[config.mk]
export PLATFORM = sky130hd
export DESIGN_NAME = rs485_frame_receiver_core
export DESIGN_NICKNAME = d
export VERILOG_FILES = /design/src/rtl/rfr_pkg.sv /design/src/rtl/rfr_input_stage.sv /design/src/rtl/rfr_frame_engine.sv /design/src/rtl/rs485_frame_receiver_core.sv
export SDC_FILE = /design/constraint.sdc
export NUM_CORES = 1
export LEC_CHECK = 0
export BUFFER_PORTS_ARGS = -buffer_cell sky130_fd_sc_hd__clkbuf_2
export CORE_UTILIZATION = 53
export CTS_BUF_LIST = sky130_fd_sc_hd__clkbuf_8 sky130_fd_sc_hd__clkbuf_16
export CTS_CLUSTER_SIZE = 14
export DETAILED_ROUTE_END_ITERATION = 16
export HOLD_SLACK_MARGIN = 0.08
export PLACE_DENSITY = 0.71
export SLEW_MARGIN = 40
export SYNTH_ARGS = -nofsm -noshare
export SYNTH_HDL_FRONTEND = slang
export SYNTH_SLANG_ARGS = --single-unit
[constraint.sdc]
create_clock -name clk -period 6.65 [get_ports clk]
set_input_delay 1.995 -clock clk [delete_from_list [all_inputs] [get_ports clk]]
set_output_delay 1.995 -clock clk [all_outputs]
set_load 0.03 [all_outputs]
[src/rtl/rfr_pkg.sv]
package rfr_pkg;

  // Fixed field widths
  localparam int unsigned BYTE_W       = 8;
  localparam int unsigned FRAME_W      = 56;
  localparam int unsigned CLASS_W      = 2;
  localparam int unsigned FRAME_LEN_DEF = 7;

  // Frame and command marks
  localparam logic [BYTE_W-1:0] START_MARK   = 8'h7D;
  localparam logic [BYTE_W-1:0] CMD_MARK     = 8'h7E;
  localparam logic [BYTE_W-1:0] TYPE_CURTAIN = 8'h32;
  localparam logic [BYTE_W-1:0] TYPE_AIRCON  = 8'h33;

  // Item kinds
  localparam logic MODE_RX = 1'b0;
  localparam logic MODE_TX = 1'b1;

  // Device class codes
  localparam logic [CLASS_W-1:0] CLASS_CURTAIN = 2'd0;
  localparam logic [CLASS_W-1:0] CLASS_AIRCON  = 2'd1;
  localparam logic [CLASS_W-1:0] CLASS_UNKNOWN = 2'd2;

  typedef struct packed {
    logic              mode;
    logic [BYTE_W-1:0] data_byte;
  } item_t;

  typedef struct packed {
    logic [FRAME_W-1:0] frame_bytes;
    logic               checksum_ok;
    logic [CLASS_W-1:0] device_class;
  } result_t;

  // Map the type byte to a device class
  function automatic logic [CLASS_W-1:0] class_of(input logic [BYTE_W-1:0] type_byte);
    logic [CLASS_W-1:0] cls;
    case (type_byte)
      TYPE_CURTAIN: cls = CLASS_CURTAIN;
      TYPE_AIRCON:  cls = CLASS_AIRCON;
      default:      cls = CLASS_UNKNOWN;
    endcase
    return cls;
  endfunction

endpackage

[src/rtl/rfr_input_stage.sv]
module rfr_input_stage
  import rfr_pkg::*;
(
  input  logic  clk,
  input  logic  rst,
  input  logic  item_valid,
  output logic  item_ready,
  input  item_t item,
  output logic  stage_valid,
  output item_t stage_item,
  input  logic  stage_take
);

  // Accept a new transaction when the register is empty or drains this cycle
  assign item_ready = !stage_valid || stage_take;

  // Hold the valid flag
  always_ff @(posedge clk) begin
    if (rst) begin
      stage_valid <= 1'b0;
    end else if (item_ready) begin
      stage_valid <= item_valid;
    end
  end

  // Capture the payload
  always_ff @(posedge clk) begin
    if (item_valid && item_ready) begin
      stage_item <= item;
    end
  end

endmodule

[src/rtl/rfr_frame_engine.sv]
module rfr_frame_engine
  import rfr_pkg::*;
#(
  parameter int unsigned FRAME_LEN = FRAME_LEN_DEF
)(
  input  logic    clk,
  input  logic    rst,
  input  logic    stage_valid,
  input  item_t   stage_item,
  output logic    stage_take,
  output logic    result_valid,
  input  logic    result_ready,
  output result_t result
);

  localparam int unsigned CNT_W = $clog2(FRAME_LEN);
  localparam logic [CNT_W-1:0] LAST_POS = CNT_W'(FRAME_LEN - 1);

  logic [CNT_W-1:0]   byte_count;
  logic [CNT_W-1:0]   byte_count_next;
  logic [BYTE_W-1:0]  last_command;
  logic [FRAME_W-1:0] frame_shift;
  logic [FRAME_W-1:0] frame_shift_next;
  logic [BYTE_W-1:0]  run_sum;
  logic [BYTE_W-1:0]  run_sum_next;
  logic [BYTE_W-1:0]  type_byte;
  logic [BYTE_W-1:0]  rx_byte;
  logic               is_rx;
  logic               byte_ok;
  logic               at_first;
  logic               at_last;
  logic               frame_done;

  // Advance when the result register is free or emptying
  assign stage_take = stage_valid && (!result_valid || result_ready);

  // Decide on the byte in the input register
  always_comb begin
    rx_byte    = stage_item.data_byte;
    is_rx      = (stage_item.mode == MODE_RX);
    at_first   = (byte_count == '0);
    at_last    = (byte_count == LAST_POS);
    byte_ok    = (at_first ? (rx_byte == START_MARK) : 1'b1) && (last_command == CMD_MARK);
    frame_done = stage_take && is_rx && byte_ok && at_last;

    byte_count_next = byte_count;
    if (is_rx) begin
      if (!byte_ok || at_last) begin
        byte_count_next = '0;
      end else begin
        byte_count_next = byte_count + 1'b1;
      end
    end

    if (at_first) begin
      frame_shift_next = {{(FRAME_W-BYTE_W){1'b0}}, rx_byte};
      run_sum_next     = rx_byte;
    end else begin
      frame_shift_next = {frame_shift[FRAME_W-BYTE_W-1:0], rx_byte};
      run_sum_next     = run_sum + rx_byte;
    end
  end

  // Hold control state and the result flag
  always_ff @(posedge clk) begin
    if (rst) begin
      byte_count   <= '0;
      last_command <= '0;
      result_valid <= 1'b0;
    end else begin
      if (frame_done) begin
        result_valid <= 1'b1;
      end else if (result_valid && result_ready) begin
        result_valid <= 1'b0;
      end
      if (stage_take) begin
        if (!is_rx) begin
          last_command <= rx_byte;
        end
        byte_count <= byte_count_next;
      end
    end
  end

  // Collect frame bytes, running sum and type byte; load the result when a frame completes
  always_ff @(posedge clk) begin
    if (stage_take && is_rx && byte_ok) begin
      frame_shift <= frame_shift_next;
      run_sum     <= run_sum_next;
      if (byte_count == CNT_W'(1)) begin
        type_byte <= rx_byte;
      end
    end
    if (frame_done) begin
      result.frame_bytes  <= frame_shift_next;
      result.checksum_ok  <= (run_sum == rx_byte);
      result.device_class <= class_of(type_byte);
    end
  end

  // Count never runs past the last position
  assert property (@(posedge clk) disable iff (rst) byte_count <= LAST_POS)
    else $error("byte count out of range");

  // A transmitted command byte leaves the count alone
  assert property (@(posedge clk) disable iff (rst)
    stage_take && !is_rx |=> $stable(byte_count))
    else $error("command byte moved the count");

  // A new result only follows a byte at the last position
  assert property (@(posedge clk) disable iff (rst)
    $rose(result_valid) |-> $past(at_last) && $past(last_command) == CMD_MARK)
    else $error("result without a complete frame");

  // A completed frame always restarts collection
  assert property (@(posedge clk) disable iff (rst)
    frame_done |=> byte_count == '0 && result_valid)
    else $error("frame completion not handled");

endmodule

[src/rtl/rs485_frame_receiver_core.sv]
// Channel  Valid         Ready         Payload
// item     item_valid    item_ready    item   (mode, data_byte)
// result   result_valid  result_ready  result (frame_bytes, checksum_ok, device_class)
//
// One item per cycle while no result waits; a frame's result is registered as the engine
// takes its last byte. Each byte passes an input register, then one pass of compare, add
// and shift into the result register; a running sum keeps the per-byte logic short.
// Reset (rst, synchronous) clears the byte count, last command and both valid flags.
// A waiting result stalls the engine; the input register takes one more item, then
// item_ready drops until the result is taken.
module rs485_frame_receiver_core
  import rfr_pkg::*;
#(
  parameter int unsigned FRAME_LEN = FRAME_LEN_DEF
)(
  input  logic    clk,
  input  logic    rst,
  input  logic    item_valid,
  output logic    item_ready,
  input  item_t   item,
  output logic    result_valid,
  input  logic    result_ready,
  output result_t result
);

  logic  stage_valid;
  item_t stage_item;
  logic  stage_take;

  rfr_input_stage u_input (
    .clk         (clk),
    .rst         (rst),
    .item_valid  (item_valid),
    .item_ready  (item_ready),
    .item        (item),
    .stage_valid (stage_valid),
    .stage_item  (stage_item),
    .stage_take  (stage_take)
  );

  rfr_frame_engine #(
    .FRAME_LEN (FRAME_LEN)
  ) u_engine (
    .clk          (clk),
    .rst          (rst),
    .stage_valid  (stage_valid),
    .stage_item   (stage_item),
    .stage_take   (stage_take),
    .result_valid (result_valid),
    .result_ready (result_ready),
    .result       (result)
  );

endmodule

==> insert_results.sql, run 1 <==
INSERT INTO impl_metrics (metric_group, metric, value, unit) VALUES
('outcome', 'result_of_the_run', 'finished clean', ''),
('placement', 'hpwl', '4960', 'µm'),
('final_layout', 'layout-area-overhead-vs-synth', '21.4', '%'),
('logic_synthesis', 'average_size_of_a_mapped_cell', '16.7', 'µm²'),
('logic_synthesis', 'synthTopCellsByArea', 'edfxtp_1 (74%), and2_1 (5.7%), dfxtp_1 (4.8%)', ''),
('logic_synthesis', 'library_cell_with_the_largest_summed_area_after_synthesis', 'edfxtp_1', ''),
('clock_network', 'post-cts-setup-buffers', '0', ''),
('clock_network', 'cts.reportedPaths.clkPinSlew', '0.06', 'ns'),
('global_routing', 'grt_usage', '0.172', ''),
('power', 'switching_share', '0.184', ''),
('final_layout', 'final_nets', '432', ''),
('logic_synthesis', 'synth_largest_type_area_fraction', '0.735', ''),
('drt', 'firstDrtPassIters', '5', ''),
('power', 'switching_power', '0.374', 'mW'),
('die', 'chipWidth', '103', 'µm'),
('power', 'pwr_density_cell', '310', 'mW/mm²'),
('worst_setup_path', 'crit_path_start_kind', 'input pin', ''),
('flow_run', 'max_cap_check_violation_count', '0', ''),
('power', 'p_clk_frac', '0.486', ''),
('clock_network', 'number_of_resized_instances_in_the_post_cts_repair_step', '0', ''),
('clock_network', 'tritoncts_num_sinks', '145', ''),
('global_routing', 'grt_antenna_before_repair', '0', ''),
('drt', 'num_vias', '2848', ''),
('die', 'core_area', '0.00982', 'mm²'),
('clock_network', 'maximum_level_of_the_cts_h_tree', '4', ''),
('power', 'vdd_ir_drop_max', '149', 'µV'),
('power', 'power_frac_comb', '0.018', ''),
('logic_synthesis', 'netlist_area', '0.00539', 'mm²'),
('die', 'top_level_ports', '74', ''),
('logic_synthesis', 'ys_types', '47', ''),
('drt', 'totalWireLength', '8190', 'µm'),
('logic_synthesis', 'synth.cells.most_frequent', 'edfxtp_1 (132), and2_1 (49), nor2_1 (18), dfxtp_1 (13), nand2_1 (13)', ''),
('drt', 'remaining_drc_errors', '0', ''),
('die', 'fp.dieH', '103', 'µm'),
('power', 'p_seq_frac', '0.495', ''),
('die', 'die_footprint', '0.0106', 'mm²'),
('worst_hold_path', 'min_path_type', 'register to register', ''),
('clock_network', 'cts_root_buf', 'clkbuf_8', ''),
('sta', 'worst_relative_slew_slack', '0.522', ''),
('global_routing', 'globalRouteOverflowTotal', '0', ''),
('sta', 'final_period_demand_of_the_worst_path', '4.48', 'ns'),
('worst_setup_path', 'worstPathMaxFanout', '2', ''),
('worst_setup_path', 'crit_path_end_kind', 'primary output', ''),
('final_layout', 'n_fill_cell', '700', ''),
('power', 'power_report.internal_total', '1.65', 'mW'),
('sta', 'tightestPinTransition', '0.717', 'ns'),
('power', 'total_leakage_power', '2.45', 'nW'),
('final_layout', 'antenna_diode_instance_count', '0', ''),
('worst_setup_path', 'worst-endpoint-required', '4.66', 'ns'),
('sta', 'slew_violations', '0', ''),
('worst_setup_path', 'criticalPathCategory', 'input pin to primary output', ''),
('drt', 'wl_per_cell', '14.8', 'µm'),
('logic_synthesis', 'synth_flop_cell', 'edfxtp_1', ''),
('clock_network', 'cts-root-to-sink-buffers', '2', ''),
('logic_synthesis', 'synth.most_common_cell', 'edfxtp_1', ''),
('drt', 'ant_nets', '0', ''),
('final_layout', 'fin_util', '0.667', ''),
('die', 'initial_core_util', '0.549', ''),
('global_routing', 'grt_pass1_vias', '2658', ''),
('drt', 'detailedRoute.firstIterationViolations', '146', ''),
('logic_synthesis', 'number_of_flops_mapped_to_enable_cells_by_yosys', '132', ''),
('global_routing', 'wire_length_of_the_first_global_routing_pass', '12900', 'µm'),
('clock_network', 'worstSkewPairLatency', '0.51', 'ns'),
('sta', 'maximum_operating_frequency', '0.223', 'GHz'),
('placement', 'place.gp.congestion', '0.809', ''),
('clock_network', 'tritoncts', 'done', ''),
('placement', 'placed_area', '0.00592', 'mm²'),
('logic_synthesis', 'share_of_synthesized_flip_flops_with_an_asynchronous_set_or_reset', '0', ''),
('die', 'floorplan.rows', '36', ''),
('global_routing', 'pin_count_of_the_biggest_net_entering_global_routing', '58', ''),
('logic_synthesis', 'post_synth_inst_count', '322', '');
layer usage:
| metal | part of all wire | global-route usage |
|---|---|---|
| met5 | 0 | 0 |
| met4 | 0.020 | 0.0921 |
| met3 | 0.050 | 0.0610 |
| met2 | 0.49 | 0.268 |
| met1 | 0.44 | 0.212 |
cells in the final DEF, fill, tap and decap left out, types with 2 or more instances in the layout:
| cell | instances |
|---|---|
| inv_1 | 6 |
| a21oi_1 | 9 |
| clkinvlp_4 | 3 |
| nor2_1 | 17 |
| nand2_1 | 13 |
| xor2_1 | 2 |
| dfxtp_1 | 13 |
| a211oi_1 | 2 |
| mux2i_1 | 7 |
| xnor2_1 | 2 |
| edfxtp_1 | 132 |
| and2_1 | 49 |
| nand3b_1 | 2 |
| nor4b_1 | 2 |
| clkbuf_16 | 16 |
| buf_4 | 2 |
| ha_1 | 11 |
| a21o_1 | 2 |
| nor2b_1 | 3 |
| clkbuf_2 | 73 |
| bufinv_16 | 5 |
| nand4b_1 | 3 |
| nor4_1 | 2 |
| clkinv_2 | 3 |
| o21ai_1 | 3 |
| clkinv_4 | 2 |
| o21ai_0 | 5 |
worst max-delay path: stages:
cell and delay [ns]:
clkbuf_2 0.09, nor2b_1 0.14, nand2_1 0.08, clkbuf_2 0.19
final cells by class:
type,instances,area [µm²],area share
well taps,133,166,0.0254
inverters,7,26.3,0.00401
clock inverters,14,214,0.0327
clock buffers,17,414,0.0633
repair buffers,75,380,0.0581
flip-flops and latches,145,4220,0.645
multi-input cells,161,1120,0.171
registers in the layout, summed over array words and instances, names as in the netlist:
signal                 count
u_engine.result           59
u_engine.frame_shift      48
u_input.stage_item         9
u_engine.last_command      8
u_engine.run_sum           8
u_engine.type_byte         8
u_engine.byte_count        3
u_engine.result_valid      1
u_input.stage_valid        1
power by group through the flow:
stage / sequential, mW / combinational (mW) / clock [mW]
2_1_floorplan: 1.02 / 0.0274 / 0
3_3_place_gp: 1.02 / 0.0344 / 0
3_5_place_dp: 1.02 / 0.0358 / 0
4_1_cts: 1.00 / 0.0366 / 1.00
5_1_grt: 1.01 / 0.0411 / 1.04
6_report: 1.00 / 0.0367 / 0.986
final timing paths:
check / cells after the start / to / slack (ns) / startpoint
worst max register to register: 8 / u_engine.result[34] / 3.45 / u_engine.byte_count[0]
worst min register to register: 2 / u_engine.last_command[7] / 0.49 / u_engine.last_command[7]
worst min-delay path: 2 / u_engine.last_command[7] / 0.49 / u_engine.last_command[7]
worst max-delay path: 4 / item_ready / 2.17 / result_ready
logic make-up (layout without fill, tap and decap cells):
family                   count (synthesis)  after routing  synth area share
flip-flops                             145            145             0.783
XOR/XNOR                                 4              4           0.00650
AND/OR/NAND/NOR                        106            106             0.117
buffers and inverters                   16            113            0.0114
AO/OA/AOI/OAI                           32             32            0.0397
adder cells (fa/ha/maj)                 12             12            0.0292
multiplexers                             7              7            0.0130
per-stage QoR:
| step | hold slack [ns] | cells | power, mW | worst slack, ns |
|---|---|---|---|---|
| after floorplan | 0.454 | 322 | 1.05 | 1.18 |
| after global placement | 0.469 | 521 | 1.06 | 2.19 |
| after detailed placement | 0.490 | 521 | 1.06 | 2.17 |
| after CTS | 0.502 | 552 | 2.05 | 2.16 |
| after global routing | 0.529 | 552 | 2.09 | 2.09 |
| final | 0.495 | 552 | 2.03 | 2.17 |
Note: power is estimated with default switching activity, not from simulation.
==> run 2, diff against run 1 <==
--- a/config.mk
+++ b/config.mk
@@ -5,13 +5,14 @@
 export SDC_FILE = /design/constraint.sdc
 export NUM_CORES = 1
 export LEC_CHECK = 0
+export ABC_AREA = 1
 export BUFFER_PORTS_ARGS = -buffer_cell sky130_fd_sc_hd__clkbuf_2
-export CORE_UTILIZATION = 53
+export CORE_UTILIZATION = 51
 export CTS_BUF_LIST = sky130_fd_sc_hd__clkbuf_8 sky130_fd_sc_hd__clkbuf_16
 export CTS_CLUSTER_SIZE = 14
 export DETAILED_ROUTE_END_ITERATION = 16
 export HOLD_SLACK_MARGIN = 0.08
-export PLACE_DENSITY = 0.71
+export PLACE_DENSITY = 0.72
 export SLEW_MARGIN = 40
 export SYNTH_ARGS = -nofsm -noshare
 export SYNTH_HDL_FRONTEND = slang
==> constraint.sdc (replaced) <==
create_clock -name clk -period 3.6 [get_ports clk]
set_input_delay 1.08 -clock clk [delete_from_list [all_inputs] [get_ports clk]]
set_output_delay 1.08 -clock clk [all_outputs]
set_load 0.03 [all_outputs]
==> run 2 against run 1 <==
Routed wire length rose by 4.9%. Critical endpoint unchanged. Highest routed layer unchanged. Largest power group unchanged. First-iteration DRC count rose by 6.8%. Area after synthesis rose by 1.3%.
==> insert_results.sql, run 2 <==
INSERT INTO impl_metrics (metric_group, metric, value, unit) VALUES
('sta', 'maximum_clock_skew_at_final_layout', '0.00619', 'ns'),
('global_routing', 'grt_pass1_vias', '2947', ''),
('global_routing', 'pin_count_of_the_biggest_net_entering_global_routing', '60', ''),
('sta', 'maximum_operating_frequency', '0.380', 'GHz'),
('worst_setup_path', 'worst-endpoint-arrival', '1.55', 'ns'),
('power', 'pwr_density_cell', '574', 'mW/mm²'),
('clock_network', 'number_of_resized_instances_in_the_post_cts_repair_step', '0', ''),
('clock_network', 'worstSkewPairLatency', '0.52', 'ns'),
('final_layout', 'flip_flop_count_of_the_largest_register_all_copies_and_words_added', '59', ''),
('final_layout', 'registers.top_by_ff_count', 'u_engine.result', ''),
('logic_synthesis', 'postSynthNetCount', '427', ''),
('logic_synthesis', 'netlist_area', '0.00546', 'mm²'),
('placement', 'hpwl', '5450', 'µm'),
('placement', 'post-place-ws', '0.899', 'ns'),
('die', 'fp.dieH', '105', 'µm'),
('worst_setup_path', 'crit_path_end_kind', 'primary output', ''),
('sta', 'worst_relative_slew_slack', '0.604', ''),
('die', 'top_level_ports', '74', ''),
('worst_setup_path', 'crit_path_start_kind', 'input pin', ''),
('flow_run', 'max_cap_check_violation_count', '0', ''),
('sta', 'finalCritPeriodShare', '0.731', ''),
('final_layout', 'fin_util', '0.639', ''),
('logic_synthesis', 'yosysSeqAreaShare', '0.774', ''),
('die', 'die_footprint', '0.0111', 'mm²'),
('placement', 'placed_area', '0.00600', 'mm²'),
('logic_synthesis', 'synth_flop_cell', 'edfxtp_1', ''),
('clock_network', 'cts-root-to-sink-buffers', '2', ''),
('logic_synthesis', 'synthesis.yosys.warnings', '0', ''),
('drt', 'firstDrtPassIters', '5', ''),
('sta', 'final_period_demand_of_the_worst_path', '2.63', 'ns'),
('logic_synthesis', 'library_cell_with_the_largest_summed_area_after_synthesis', 'edfxtp_1', ''),
('final_layout', 'layout_commonest_cell', 'edfxtp_1', ''),
('worst_setup_path', 'worstPathMaxFanout', '3', ''),
('die', 'chipWidth', '105', 'µm'),
('logic_synthesis', 'post_synth_inst_count', '402', ''),
('drt', 'totalWireLength', '8590', 'µm'),
('logic_synthesis', 'average_size_of_a_mapped_cell', '13.6', 'µm²'),
('power', 'vdd_ir_drop_max', '289', 'µV'),
('logic_synthesis', 'synth-seq-cells', '145', ''),
('sta', 'final_hold_viol_count', '0', ''),
('logic_synthesis', 'synthTopCellsByArea', 'edfxtp_1 (73%), inv_1 (5.2%), dfxtp_1 (4.8%)', ''),
('sta', 'tightestPinTransition', '0.594', 'ns'),
('drt', 'ant_nets', '0', ''),
('final_layout', 'final_nets', '517', ''),
('logic_synthesis', 'ys_types', '27', ''),
('worst_setup_path', 'worst-endpoint-required', '2.52', 'ns'),
('worst_setup_path', 'critical_path_top_delay_cell', 'clkbuf_2', ''),
('drt', 'vias_per_cell', '4.75', ''),
('die', 'initial_core_util', '0.526', ''),
('sta', 'holdWs', '0.442', 'ns'),
('global_routing', 'globalRouteOverflowTotal', '0', ''),
('sta', 'slew_violations', '0', ''),
('global_routing', 'wire_length_of_the_first_global_routing_pass', '13700', 'µm'),
('logic_synthesis', 'synth.most_common_cell', 'edfxtp_1', ''),
('clock_network', 'tritoncts_num_sinks', '145', ''),
('clock_network', 'maximum_level_of_the_cts_h_tree', '4', ''),
('die', 'core_area', '0.0104', 'mm²'),
('sta', 'setup_slack', '0.968', 'ns'),
('worst_setup_path', 'critical-path-top-cell-by-count', 'clkbuf_2', ''),
('final_layout', 'layout-area-overhead-vs-synth', '21.5', '%'),
('final_layout', 'layout-drive-gt1-share', '0.228', ''),
('drt', 'num_vias', '3044', ''),
('die', 'floorplan.rows', '37', ''),
('final_layout', 'stdcell_count', '641', ''),
('power', 'fin_total_pwr', '3.81', 'mW'),
('clock_network', 'hold_buffers', '0', ''),
('sta', 'rsz0062_at_grt', 'no', ''),
('sta', 'setup_total_negative_slack', '0', 'ns'),
('worst_setup_path', 'criticalPathCategory', 'input pin to primary output', ''),
('clock_network', 'cts_root_buf', 'clkbuf_8', ''),
('global_routing', 'grt_usage', '0.167', ''),
('logic_synthesis', 'number_of_flops_mapped_to_enable_cells_by_yosys', '132', ''),
('logic_synthesis', 'synth_largest_type_area_fraction', '0.726', ''),
('clock_network', 'tritoncts.num_buffers', '17', ''),
('clock_network', 'post-cts-setup-buffers', '0', ''),
('outcome', 'result_of_the_run', 'finished clean', ''),
('clock_network', 'cts.reportedPaths.clkPinSlew', '0.06', 'ns'),
('clock_network', 'tritoncts', 'done', ''),
('placement', 'i_o_buffers', '73', ''),
('drt', 'remaining_drc_errors', '0', ''),
('power', 'total_leakage_power', '2.77', 'nW'),
('final_layout', 'fin_area', '0.00663', 'mm²'),
('drt', 'wl_per_cell', '13.4', 'µm'),
('sta', 'finalSetupViolations', '0', ''),
('worst_setup_path', 'delay_contributed_by_the_slowest_stage_of_the_critical_path', '0.20', 'ns'),
('final_layout', 'largest_registers', 'u_engine.result: 59 flops, u_engine.frame_shift: 48 flops, u_input.stage_item: 9 flops', ''),
('final_layout', 'antenna_diode_instance_count', '0', ''),
('worst_setup_path', 'timing.critical_path.cells', 'clkbuf_2, inv_1, nand3_1, clkbuf_2', ''),
('logic_synthesis', 'share_of_synthesized_flip_flops_with_an_asynchronous_set_or_reset', '0', ''),
('final_layout', 'mostFrequentLayoutCells', 'edfxtp_1 (132), inv_1 (76), clkbuf_2 (73), nor2_1 (64), nand2_1 (39)', ''),
('logic_synthesis', 'synth.cells.most_frequent', 'edfxtp_1 (132), inv_1 (75), nor2_1 (64), nand2_1 (39)', ''),
('drt', 'detailedRoute.firstIterationViolations', '156', ''),
('placement', 'numPlacedInstances', '609', ''),
('placement', 'place.gp.congestion', '0.788', ''),
('worst_hold_path', 'min_path_type', 'register to register', ''),
('global_routing', 'grt_antenna_before_repair', '0', '');
## run 2: cell types whose count changed after synthesis, moves of 4 or more
cell / before / now
and2_1: 49 / 0
nor2_1: 18 / 64
o21ai_0: 5 / 12
mux2i_1: 7 / 0
nand3_1: 1 / 11
a21oi_1: 9 / 13
clkbuf_1: 8 / 0
nand2_1: 13 / 39
inv_1: 7 / 75
## run 2: worst max-delay path: cells and delay by family
| kind | cells | cell delay, ns |
|---|---|---|
| buf+inv | 3 | 0.35 |
| simple gates | 1 | 0.11 |
## run 2: final timing paths
path	from	endpoint	slack, ns	cells after the start
max	result_ready	item_ready	0.97	4
min	u_engine.last_command[3]	u_engine.last_command[3]	0.44	2
max reg2reg	u_input.stage_item[1]	u_engine.run_sum[7]	1.54	8
min reg2reg	u_engine.last_command[3]	u_engine.last_command[3]	0.44	2
## run 2: report_power, final
group / internal [mW] / switching [mW] / leakage [nW]
clock network: 1.20 / 0.628 / 0.322
logic: 0.0378 / 0.0693 / 1.13
registers: 1.85 / 0.0226 / 1.32
## run 2: cells by family (layout without fill, tap and decap cells)
kind of cell             count (synthesis)  in the layout  synth area share
buffers and inverters                   82            185            0.0612
flip-flops                             145            145             0.774
AND/OR/NAND/NOR                        130            130             0.102
XOR/XNOR                                 5              5           0.00802
AO/OA/AOI/OAI                           28             28            0.0264
adder cells (fa/ha/maj)                 12             12            0.0289
## run 2: area by class of cell
type / count / area [µm²]
repair buffers: 78 / 428
clock buffers: 18 / 428
inverters: 75 / 282
flip-flops and latches: 145 / 4220
fillers: 773 / 3740
multi-input cells: 175 / 901
well taps: 136 / 170
clock inverters: 14 / 199
## run 2: routing by layer
layer	GRT usage	wire length, µm
met1	0.204	3920
met2	0.273	4200
met3	0.0544	338
met4	0.0734	134
met5	0	0
==> run 3, diff against run 2 <==
--- a/config.mk
+++ b/config.mk
@@ -7,12 +7,12 @@
 export LEC_CHECK = 0
 export ABC_AREA = 1
 export BUFFER_PORTS_ARGS = -buffer_cell sky130_fd_sc_hd__clkbuf_2
-export CORE_UTILIZATION = 51
+export CORE_UTILIZATION = 53
 export CTS_BUF_LIST = sky130_fd_sc_hd__clkbuf_8 sky130_fd_sc_hd__clkbuf_16
 export CTS_CLUSTER_SIZE = 14
 export DETAILED_ROUTE_END_ITERATION = 16
 export HOLD_SLACK_MARGIN = 0.08
-export PLACE_DENSITY = 0.72
+export PLACE_DENSITY = 0.71
 export SLEW_MARGIN = 40
 export SYNTH_ARGS = -nofsm -noshare
 export SYNTH_HDL_FRONTEND = slang
==> constraint.sdc (replaced) <==
create_clock -name clk -period 2.45 [get_ports clk]
set_input_delay 0.735 -clock clk [delete_from_list [all_inputs] [get_ports clk]]
set_output_delay 0.735 -clock clk [all_outputs]
set_load 0.03 [all_outputs]
==> run 3 against run 2 <==
Core utilization up 3.3 points. Register-to-register slack worse by 1.1 ns. Non-clock buffer count up 3. Global-route usage up 1.3 points. First-iteration DRC count down 30%. Clock power up 39%. Critical endpoint is now u_engine.run_sum[2].
==> insert_results.sql, run 3 (synthesis results as in run 2) <==
INSERT INTO impl_metrics (metric_group, metric, value, unit) VALUES
('sta', 'maximum_operating_frequency', '0.508', 'GHz'),
('placement', 'hpwl', '5380', 'µm'),
('die', 'top_level_ports', '74', ''),
('worst_hold_path', 'hold_depth', '1', ''),
('drt', 'num_vias', '3128', ''),
('global_routing', 'globalRouteOverflowTotal', '0', ''),
('die', 'initial_core_util', '0.553', ''),
('worst_setup_path', 'ff2ff_setup_slack', '0.48', 'ns'),
('worst_setup_path', 'delay_contributed_by_the_slowest_stage_of_the_critical_path', '0.50', 'ns'),
('global_routing', 'pin_count_of_the_biggest_net_entering_global_routing', '60', ''),
('worst_setup_path', 'worst-endpoint-required', '2.70', 'ns'),
('sta', 'final_period_demand_of_the_worst_path', '1.97', 'ns'),
('sta', 'slew_violations', '0', ''),
('drt', 'firstDrtPassIters', '4', ''),
('drt', 'vias_per_cell', '4.89', ''),
('die', 'floorplan.rows', '36', ''),
('sta', 'setup_total_negative_slack', '0', 'ns'),
('worst_setup_path', 'worst-endpoint-arrival', '2.21', 'ns'),
('clock_network', 'tritoncts.num_buffers', '17', ''),
('placement', 'placed_area', '0.00604', 'mm²'),
('global_routing', 'grt_usage', '0.181', ''),
('worst_setup_path', 'crit_path_end_kind', 'register', ''),
('worst_hold_path', 'min_path_type', 'input pin to register', ''),
('final_layout', 'antenna_diode_instance_count', '0', ''),
('worst_setup_path', 'worstPathMaxFanout', '59', ''),
('worst_setup_path', 'criticalPathCategory', 'register to register', ''),
('clock_network', 'cts-root-to-sink-buffers', '2', ''),
('power', 'vdd_ir_drop_max', '513', 'µV'),
('final_layout', 'flip_flop_count_of_the_largest_register_all_copies_and_words_added', '59', ''),
('clock_network', 'tritoncts_num_sinks', '145', ''),
('sta', 'finalSetupViolations', '0', ''),
('global_routing', 'grt_antenna_before_repair', '0', ''),
('clock_network', 'cts.reportedPaths.clkPinSlew', '0.06', 'ns'),
('placement', 'place.gp.congestion', '0.834', ''),
('worst_setup_path', 'timing.critical_path.cells', 'inv_1, ha_1, inv_1, nor2_4, buf_4, inv_1, nor2_1, a31oi_1', ''),
('final_layout', 'layout-area-overhead-vs-synth', '21.6', '%'),
('sta', 'final_hold_viol_count', '0', ''),
('drt', 'totalWireLength', '8750', 'µm'),
('clock_network', 'worstSkewPairLatency', '0.51', 'ns'),
('drt', 'wl_per_cell', '13.7', 'µm'),
('clock_network', 'cts_root_buf', 'clkbuf_8', ''),
('worst_hold_path', 'worstHoldEndpoint', 'u_input.stage_item[0]', ''),
('final_layout', 'fin_area', '0.00664', 'mm²'),
('drt', 'ant_nets', '0', ''),
('clock_network', 'number_of_resized_instances_in_the_post_cts_repair_step', '0', ''),
('clock_network', 'hold_buffers', '0', ''),
('clock_network', 'post-cts-setup-buffers', '0', ''),
('sta', 'maximum_clock_skew_at_final_layout', '0.00999', 'ns'),
('sta', 'worst_relative_slew_slack', '0.599', ''),
('clock_network', 'tritoncts', 'done', ''),
('flow_run', 'max_cap_check_violation_count', '0', ''),
('worst_setup_path', 'r2r-start', 'u_engine.byte_count[0]', ''),
('die', 'chipWidth', '103', 'µm'),
('final_layout', 'largest_registers', 'u_engine.result: 59 flops, u_engine.frame_shift: 48 flops, u_input.stage_item: 9 flops', ''),
('power', 'pwr_density_cell', '821', 'mW/mm²'),
('die', 'die_footprint', '0.0107', 'mm²'),
('final_layout', 'layout-drive-gt1-share', '0.237', ''),
('placement', 'i_o_buffers', '73', ''),
('die', 'fp.dieH', '103', 'µm'),
('worst_setup_path', 'critical_path_top_delay_cell', 'buf_4', ''),
('drt', 'detailedRoute.firstIterationViolations', '109', ''),
('final_layout', 'mostFrequentLayoutCells', 'edfxtp_1 (132), inv_1 (73), clkbuf_2 (73), nor2_1 (64), nand2_1 (39)', ''),
('global_routing', 'grt_pass1_vias', '2973', ''),
('final_layout', 'registers.top_by_ff_count', 'u_engine.result', ''),
('sta', 'rsz0062_at_grt', 'no', ''),
('die', 'core_area', '0.00986', 'mm²'),
('drt', 'remaining_drc_errors', '0', ''),
('worst_setup_path', 'crit_path_start_kind', 'register', ''),
('worst_setup_path', 'r2r_end', 'u_engine.run_sum[2]', ''),
('worst_setup_path', 'worstRegToRegCells', '8', ''),
('worst_setup_path', 'critical-path-top-cell-by-count', 'inv_1', ''),
('sta', 'tightestPinTransition', '0.601', 'ns'),
('power', 'total_leakage_power', '2.73', 'nW'),
('clock_network', 'maximum_level_of_the_cts_h_tree', '4', ''),
('final_layout', 'n_fill_cell', '692', ''),
('outcome', 'result_of_the_run', 'finished clean', ''),
('worst_hold_path', 'min-delay-start', 'item[0]', ''),
('sta', 'finalCritPeriodShare', '0.803', ''),
('final_layout', 'final_nets', '520', ''),
('final_layout', 'layout_commonest_cell', 'edfxtp_1', ''),
('global_routing', 'wire_length_of_the_first_global_routing_pass', '13900', 'µm');
-- run 3: cell count changes in the layout (fill, tap and decap cells not counted), moves of 3 or more --
cell        change
inv_1           -3
clkinvlp_4      +4
clkinv_2        -3
inv_6           +4
-- run 3: metal layers --
layer,vias to the layer above,track usage,share of wire
li1,1538,-,-
met1,1478,0.218,0.43
met2,106,0.308,0.51
met3,6,0.0551,0.058
met4,0,0.0683,0.0061
met5,-,0,0
-- run 3: report_power, final --
| group | internal, mW | switching [mW] | total, mW |
|---|---|---|---|
| combinational | 0.0574 | 0.103 | 0.160 |
| clock | 1.56 | 0.980 | 2.54 |
| sequential | 2.72 | 0.0312 | 2.75 |
| total | 4.33 | 1.11 | 5.45 |
-- run 3: metrics by stage --
| stage | total power [mW] | setup slack, ns | utilization | cells | hold WS [ns] |
|---|---|---|---|---|---|
| finish | 5.45 | 0.483 | 0.673 | 640 | 0.397 |
| global route | 5.63 | 0.306 | 0.673 | 640 | 0.369 |
| CTS | 5.49 | 0.483 | 0.673 | 640 | 0.374 |
| detailed placement | 2.96 | 0.289 | 0.613 | 609 | 0.435 |
| global placement | 2.95 | 0.319 | 0.613 | 609 | 0.434 |
| floorplan | 2.91 | 0.0465 | - | 402 | 0.423 |
-- run 3: critical path: cells and delay by family (launching register included) --
family	cells	cell delay (ns)
compound gates	1	0.05
fa+ha+maj	1	0.14
buf+inv	4	0.90
flops	1	0.35
simple gates	2	0.23
-- run 3: cell type report --
type                    count  area (µm²)  area share
well taps                 133         166      0.0251
flip-flops and latches    145        4220       0.636
clock inverters            14         180      0.0271
repair buffers             81         463      0.0697
multi-input cells         175         901       0.136
inverters                  75         289      0.0435
clock buffers              17         414      0.0624
-- run 3: how the worst max path moves through the flow --
stage                                to  cells past startpoint                   start  slack, ns
finish              u_engine.run_sum[2]                      8  u_engine.byte_count[0]       0.48
global route        u_engine.run_sum[7]                      8  u_engine.byte_count[0]       0.31
CTS                          item_ready                      2     u_input.stage_valid       0.48
detailed placement  u_engine.result[53]                      8            result_ready       0.29
global placement    u_engine.result[53]                      8            result_ready       0.32
floorplan            u_engine.result[0]                      6            result_ready       0.05
